==> config.mk <==
export PLATFORM = sky130hd
export DESIGN_NAME = hbp_ctrl
export DESIGN_NICKNAME = d
export VERILOG_FILES = /design/src/rtl/hbp_pkg.sv /design/src/rtl/hbp_ctrl.sv
export SDC_FILE = /design/constraint.sdc
export NUM_CORES = 1
export LEC_CHECK = 0
export BUFFER_PORTS_ARGS = -buffer_cell sky130_fd_sc_hd__buf_4
export CAP_MARGIN = 30
export CORE_UTILIZATION = 36
export CTS_CLUSTER_SIZE = 30
export DETAILED_ROUTE_END_ITERATION = 6
export GPL_ROUTABILITY_DRIVEN = 0
export GPL_TIMING_DRIVEN = 1
export PLACE_DENSITY = 0.56
export SETUP_SLACK_MARGIN = 0.3
export SYNTH_ARGS = -nofsm -noshare
export SYNTH_HDL_FRONTEND = slang
export SYNTH_SLANG_ARGS = --single-unit
export TNS_END_PERCENT = 100
==> constraint.sdc <==
create_clock -name clk -period 2.5 [get_ports clk]
set_input_delay 0.25 -clock clk [delete_from_list [all_inputs] [get_ports clk]]
set_output_delay 0.25 -clock clk [all_outputs]
set_load 0.005 [all_outputs]
==> src/rtl/hbp_pkg.sv <==
// Shared types, widths and constants of the harmonic band power block.
`timescale 1ns / 1ps

package hbp_pkg;

	// Field and register widths.
	localparam int DEG_W     = 11;
	localparam int DEG_EXT_W = DEG_W + 1;
	localparam int COEF_W    = 24;
	localparam int SQ_W      = 47;
	localparam int TERM_W    = 49;
	localparam int SUM_W     = 60;
	localparam int LL_W      = 22;
	localparam int POWER_W   = 63;

	// Degree scaling: sum * l(l+1) in two 30-bit halves, then long division.
	localparam int SUM_HALF  = 30;
	localparam int PA_W      = SUM_HALF + LL_W;
	localparam int PROD_W    = SUM_W + LL_W;
	localparam int DIVR_W    = DEG_W + 1;
	localparam int DIV_STEPS = PROD_W;
	localparam int DCNT_W    = $clog2(DIV_STEPS);

	// Scaling by 1/(2*pi): quotient in three 22-bit digits times a 46-bit constant.
	localparam int Q_CHUNK   = 22;
	localparam int Q_USED    = 3 * Q_CHUNK;
	localparam int INV_W     = 46;
	localparam int PB_W      = Q_CHUNK + INV_W;
	localparam int ACC_W     = Q_USED + INV_W;
	localparam int OUT_LSB   = 48;
	localparam logic [INV_W-1:0] INV_TWO_PI = 46'd44798133900177;

	// Degree limits.
	localparam int unsigned MAX_DEGREE_DEF = 2047;
	localparam logic [DEG_W-1:0] MAX_DEGREE_RESET = 11'd2047;

	// Controller states.
	typedef enum logic [3:0] {
		S_RUN,
		S_DRAIN,
		S_MA_HI,
		S_MA_LO,
		S_MA_ADD,
		S_DIV,
		S_MB_C2,
		S_MB_C1,
		S_MB_C0,
		S_MB_ADD,
		S_LOAD
	} state_t;

	// Back-end operations issued to the datapath.
	typedef enum logic [3:0] {
		OP_NONE,
		OP_LL,
		OP_MA_HI,
		OP_MA_LO,
		OP_MA_ADD,
		OP_DIV,
		OP_MB_C2,
		OP_MB_C1,
		OP_MB_C0,
		OP_MB_ADD,
		OP_LOAD
	} op_t;

	// Commands from the controller to the datapath.
	typedef struct packed {
		logic             sum_en;
		logic             clear;
		logic             dbl;
		logic             finish;
		logic [DEG_W-1:0] degree;
		logic             last;
		op_t              op;
	} cmd_t;

	// Status from the datapath to the controller.
	typedef struct packed {
		logic out_free;
	} status_t;

endpackage

==> src/rtl/hbp_ctrl.sv <==
// Controller: degree and order counters, max degree register and back-end sequencer.
`timescale 1ns / 1ps

module hbp_ctrl #(
	parameter int unsigned MAX_DEGREE = hbp_pkg::MAX_DEGREE_DEF
) (
	input  logic                       clk,
	input  logic                       arst_n,
	input  logic                       in_valid,
	output logic                       in_stall,
	input  logic                       cfg_write_en,
	input  logic [hbp_pkg::DEG_W-1:0]  cfg_write_data,
	input  hbp_pkg::status_t           status,
	output hbp_pkg::cmd_t              cmd
);
	import hbp_pkg::*;

	localparam logic [DEG_EXT_W-1:0] MaxDegExt = DEG_EXT_W'(MAX_DEGREE);

	state_t              state_q;
	state_t              state_next;
	logic [DEG_W-1:0]    max_degree_q;
	logic [DEG_W-1:0]    lmax;
	logic [DEG_W-1:0]    deg_cnt_q;
	logic [DEG_W-1:0]    order_cnt_q;
	logic [DCNT_W-1:0]   div_cnt_q;
	logic                accept;
	logic                monopole;
	logic                deg_done;
	logic                last;

	// Effective highest degree: zero acts as one, values above the limit clamp.
	always_comb begin
		if (max_degree_q == '0) begin
			lmax = DEG_W'(1);
		end else if ({1'b0, max_degree_q} > MaxDegExt) begin
			lmax = MaxDegExt[DEG_W-1:0];
		end else begin
			lmax = max_degree_q;
		end
	end

	// Classification of the coefficient at the input.
	assign accept   = in_valid && (state_q == S_RUN);
	assign monopole = (deg_cnt_q == '0);
	assign deg_done = !monopole && (order_cnt_q >= deg_cnt_q);
	assign last     = (deg_cnt_q >= lmax);

	// Configuration register.
	always_ff @(posedge clk or negedge arst_n) begin
		if (!arst_n) begin
			max_degree_q <= MAX_DEGREE_RESET;
		end else if (cfg_write_en) begin
			max_degree_q <= cfg_write_data;
		end
	end

	// Degree and order position within the frame.
	always_ff @(posedge clk or negedge arst_n) begin
		if (!arst_n) begin
			deg_cnt_q   <= '0;
			order_cnt_q <= '0;
		end else if (accept) begin
			if (monopole) begin
				deg_cnt_q   <= DEG_W'(1);
				order_cnt_q <= '0;
			end else if (!deg_done) begin
				order_cnt_q <= order_cnt_q + DEG_W'(1);
			end else begin
				order_cnt_q <= '0;
				deg_cnt_q   <= last ? '0 : (deg_cnt_q + DEG_W'(1));
			end
		end
	end

	// Division step counter, restarted just before the divide phase.
	always_ff @(posedge clk or negedge arst_n) begin
		if (!arst_n) begin
			div_cnt_q <= '0;
		end else if (state_q == S_DIV) begin
			div_cnt_q <= div_cnt_q + DCNT_W'(1);
		end else begin
			div_cnt_q <= '0;
		end
	end

	// State register.
	always_ff @(posedge clk or negedge arst_n) begin
		if (!arst_n) begin
			state_q <= S_RUN;
		end else begin
			state_q <= state_next;
		end
	end

	// Next state.
	always_comb begin
		state_next = state_q;
		case (state_q)
			S_RUN: begin
				if (accept && deg_done) begin
					state_next = S_DRAIN;
				end
			end
			S_DRAIN:  state_next = S_MA_HI;
			S_MA_HI:  state_next = S_MA_LO;
			S_MA_LO:  state_next = S_MA_ADD;
			S_MA_ADD: state_next = S_DIV;
			S_DIV: begin
				if (div_cnt_q == DCNT_W'(DIV_STEPS - 1)) begin
					state_next = S_MB_C2;
				end
			end
			S_MB_C2:  state_next = S_MB_C1;
			S_MB_C1:  state_next = S_MB_C0;
			S_MB_C0:  state_next = S_MB_ADD;
			S_MB_ADD: state_next = S_LOAD;
			S_LOAD: begin
				if (status.out_free) begin
					state_next = S_RUN;
				end
			end
			default:  state_next = S_RUN;
		endcase
	end

	// Outputs: input handshake and datapath commands.
	always_comb begin
		in_stall   = (state_q != S_RUN);
		cmd.sum_en = accept && !monopole;
		cmd.clear  = (order_cnt_q == '0);
		cmd.dbl    = (order_cnt_q != '0);
		cmd.finish = accept && deg_done;
		cmd.degree = deg_cnt_q;
		cmd.last   = last;
		case (state_q)
			S_DRAIN:  cmd.op = OP_LL;
			S_MA_HI:  cmd.op = OP_MA_HI;
			S_MA_LO:  cmd.op = OP_MA_LO;
			S_MA_ADD: cmd.op = OP_MA_ADD;
			S_DIV:    cmd.op = OP_DIV;
			S_MB_C2:  cmd.op = OP_MB_C2;
			S_MB_C1:  cmd.op = OP_MB_C1;
			S_MB_C0:  cmd.op = OP_MB_C0;
			S_MB_ADD: cmd.op = OP_MB_ADD;
			S_LOAD:   cmd.op = OP_LOAD;
			default:  cmd.op = OP_NONE;
		endcase
	end

endmodule

==> out/qor.log <==
INFO  setup_path     worst-path-max-fanout=8
INFO  sta            setup-tns-final=-0.0294ns
INFO  setup_path     cp_launch_type=register
INFO  finish         area_growth=32.2%
INFO  sta            final-hold-violation-count=0
INFO  setup_path     regToRegStartpoint=max_degree_q[9]
INFO  global_routing grt_first_pass_wirelength=11500microns
INFO  yosys          seq_total_area_yosys=39.9%
INFO  floorplanning  die_width=90.1microns
INFO  setup_path     r2r_slack=-0.03ns
INFO  pwr            pwr-share-seq=46.8%
INFO  finish         fin_nets=415
INFO  min_path       worstHoldStart=cfg_write_data[10]
INFO  yosys          synth_cell_types=50
INFO  min_path       worst_hold_path.num_cells=3
INFO  setup_path     data_required_time_of_the_critical_path=2.69ns
INFO  yosys          yosys_most_used_dff=sky130_fd_sc_hd__dfrtp_1
INFO  pwr            power=1.77mW
INFO  yosys          synth.area.top_cells=sky130_fd_sc_hd__dfrtp_1 30%, sky130_fd_sc_hd__ha_1 13%, sky130_fd_sc_hd__dfstp_2 10%
INFO  yosys          synthDominantAreaCellType=sky130_fd_sc_hd__dfrtp_1
INFO  global_routing grt_usage=17.5%
INFO  min_path       worst_hold_path_type=in2reg
INFO  job            cap_violations=0
INFO  pwr            p_comb_share=22.2%
INFO  floorplanning  initial_core_util=37.9%
INFO  detailed_routing avgViaCountPerCell=5.03
INFO  sta            grt_setup_unrepaired=true
INFO  sta            fmax=0.396GHz
INFO  pwr            internal-power=1.26mW
INFO  detailed_routing routed_vias=2369
INFO  yosys          post_synth.cell_area_avg=9.27squm
INFO  sta            final.period_utilization=101%
INFO  status         status=complete, but fails checks
INFO  yosys          syn-num-nets=345
INFO  yosys          async_reset_ff_share=100%
INFO  detailed_routing post-route-drc-count=0
INFO  floorplanning  core.rowCount=31
INFO  detailed_routing drt_wl_cell=14.0microns
INFO  detailed_routing detail_route.wirelength=6590microns
INFO  yosys          synth_mux_area_share=0.403%
INFO  finish         finish.instance_area=3690squm
INFO  setup_path     ff2ff_path_depth=10
INFO  yosys          yosysWarnings=0
INFO  sta            skew=0.00921ns
INFO  place          placedInstanceArea=3220squm
INFO  place          hpwl=4530microns
INFO  yosys          synth_compound_gate_area_share=15.9%
INFO  setup_path     critical_path.endpoint_type=register
INFO  yosys          synth_top_area_share=29.6%
INFO  yosys          synth_enable_flop_cells=0
INFO  floorplanning  die_area=8110squm
INFO  sta            min_period=2.53ns
INFO  yosys          cells_after_synthesis=301
INFO  cts            worstSkewPairLatency=0.30ns
INFO  global_routing overflow=0
INFO  sta            setup_viol_count_final=2
INFO  finish         insertedDiodeCount=0
INFO  detailed_routing drt_first_iter_violations=89
INFO  cts            clock_sinks=44
INFO  place          placedCellCount=437
INFO  cts            cts_buffer_depth=2
INFO  yosys          yosysMostFrequentCell=sky130_fd_sc_hd__dfrtp_1
INFO  yosys          syn-cell-area=2790squm
INFO  cts            h-tree-depth=2
INFO  pwr            worst_ir_drop_vdd=0.000261V
INFO  setup_path     crit_type=reg2reg
INFO  pwr            total_switching_power=0.517mW
INFO  setup_path     worst_r2r_endpoint=deg_cnt_q[6]
INFO  sta            report.final.slew_viol_count=0
INFO  yosys          synth_top_family_by_area=simple AND/OR/NAND/NOR gates
INFO  pwr            power_density_normalized_to_cell_area=481nW/um^2
INFO  detailed_routing router_iterations_before_antenna_repair=4
INFO  floorplanning  core_region_area=7370squm
INFO  yosys          synth_common_cells=33 x sky130_fd_sc_hd__dfrtp_1, 29 x sky130_fd_sc_hd__inv_1, 28 x sky130_fd_sc_hd__ha_1, 27 x sky130_fd_sc_hd__nand2_1
INFO  cts            tritoncts.num_buffers=5
INFO  floorplanning  num_io_pins=37
INFO  place          dpl_worst_slack=0.0824ns
INFO  setup_path     critPathArrivalTime=2.72ns
INFO  detailed_routing ant_nets=0
INFO  yosys          post_synth_fa_ha_maj_area_fraction=12.6%
INFO  finish         finalCoreUtilization=50.1%
INFO  floorplanning  die-height=90.1microns
INFO  pwr            power.static_leakage=1.72nW
INFO  pwr            clockPowerShare=31.0%
INFO  finish         post_route_cells_drive_above_1_share=35.8%
INFO  sta            layout_setup_ws=-0.0283ns
INFO  cts            cts_root_buf=sky130_fd_sc_hd__clkbuf_8
INFO  cts            cts_tree=done
INFO  status         violations=negative setup slack
INFO  pwr            netSwitchingFraction=29.1%
INFO  place          port_buffers=36
INFO  yosys          ys_ff_latch=44
INFO  global_routing grt_max_degree=45
INFO  sta            max_slew.worst_pin.slew=0.591ns
INFO  yosys          area_share_of_xor_xnor_cells_in_the_synthesized_design=5.02%
INFO  global_routing number_of_antenna_violations_at_the_first_check_in_global_routing=0
INFO  global_routing grt_pass1_vias=2456
INFO  cts            clkTransAtPathRegs=0.09ns
INFO  yosys          synth_simple_gate_area_share=21.0%
INFO  sta            timing.max_slew.rel_slack=60.6%
INFO  finish         final_cell_count_no_fill=471
INFO  sta            hold_slack=0.144ns
INFO  min_path       worst_hold_path.endpoint=max_degree_q[10]
==> area by class of cell <==
cell class,count,area (sq um)
fill,729,3680
multi-input combinational,220,1660
sequential,44,1120
timing repair buffer,71,562
tap,99,124
inverter,29,111
clock buffer,7,108
clock inverter,1,8.76
==> layout by cell type (no fill, tap or decap), types with 8 or more instances in the layout <==
cell	synthesis	routed
sky130_fd_sc_hd__o21ai_1	0	9
sky130_fd_sc_hd__a21oi_1	13	11
sky130_fd_sc_hd__dfstp_2	11	11
sky130_fd_sc_hd__buf_4	1	63
sky130_fd_sc_hd__inv_2	0	8
sky130_fd_sc_hd__o21ai_0	26	16
sky130_fd_sc_hd__nor2_1	26	25
sky130_fd_sc_hd__inv_1	29	20
sky130_fd_sc_hd__ha_1	28	25
sky130_fd_sc_hd__nand3_1	9	9
sky130_fd_sc_hd__nand2_1	27	25
sky130_fd_sc_hd__dfrtp_1	33	27
sky130_fd_sc_hd__xor2_1	8	8
sky130_fd_sc_hd__xnor2_1	8	8
==> critical path, stage by stage (launching register included) <==
cell                       delay [ns]
sky130_fd_sc_hd__dfstp_2         0.57
sky130_fd_sc_hd__nor4_4          0.05
sky130_fd_sc_hd__a41o_1          0.23
sky130_fd_sc_hd__ha_1            0.27
sky130_fd_sc_hd__nand2b_4        0.12
sky130_fd_sc_hd__a211oi_2        0.06
sky130_fd_sc_hd__o311a_1         0.34
sky130_fd_sc_hd__buf_6           0.14
sky130_fd_sc_hd__o211ai_4        0.29
sky130_fd_sc_hd__o22ai_1         0.14
sky130_fd_sc_hd__a31o_1          0.20
==> registers in the layout (all words and copies together), names as in the netlist <==
register	flops
order_cnt_q	11
deg_cnt_q	11
state_q	4
max_degree_q	11
div_cnt_q	7
==> logic make-up (layout without fill, tap and decap cells) <==
group | count (synthesis) | after routing
flip-flops | 44 | 44
buffers and inverters | 37 | 108
adder cells (fa/ha/maj) | 28 | 28
AO/OA/AOI/OAI | 67 | 67
multiplexers | 1 | 1
AND/OR/NAND/NOR | 108 | 108
XOR/XNOR | 16 | 16
==> layer usage <==
metal  up-vias  part of all wire (%)  wire length [microns]  global-route usage (%)
met4         0                   1.2                     76                    4.70
met3         7                   3.3                    219                    3.13
met1      1136                    48                   3190                    22.9
li1       1194                     -                      -                       -
met5         -                     0                      0                       0
met2        32                    47                   3110                    29.6
==> power groups by stage <==
stage | clock, mW | combinational, mW | sequential [mW]
after floorplan | 0 | 0.196 | 0.850
after global placement | 0 | 0.275 | 0.870
after detailed placement | 0 | 0.285 | 0.872
after CTS | 0.569 | 0.386 | 0.830
after global routing | 0.590 | 0.466 | 0.839
final | 0.549 | 0.394 | 0.831
==> worst max-delay path by stage <==
stage	cells past startpoint	startpoint	to
floorplan	9	max_degree_q[2]	deg_cnt_q[3]
global placement	9	max_degree_q[10]	deg_cnt_q[4]
detailed placement	9	max_degree_q[7]	deg_cnt_q[3]
CTS	7	max_degree_q[10]	cmd[4]
global route	8	max_degree_q[7]	cmd[4]
finish	10	max_degree_q[9]	deg_cnt_q[6]
==> timing repair <==
action	4_1_cts	5_1_grt
buffers inserted	21	4
hold buffers	1	0
pin swaps	12	7
gates resized for setup	29	26
setup endpoints to repair	12	23
endpoints found under the hold margin	33	0
Power figures use the tool's default switching activity.
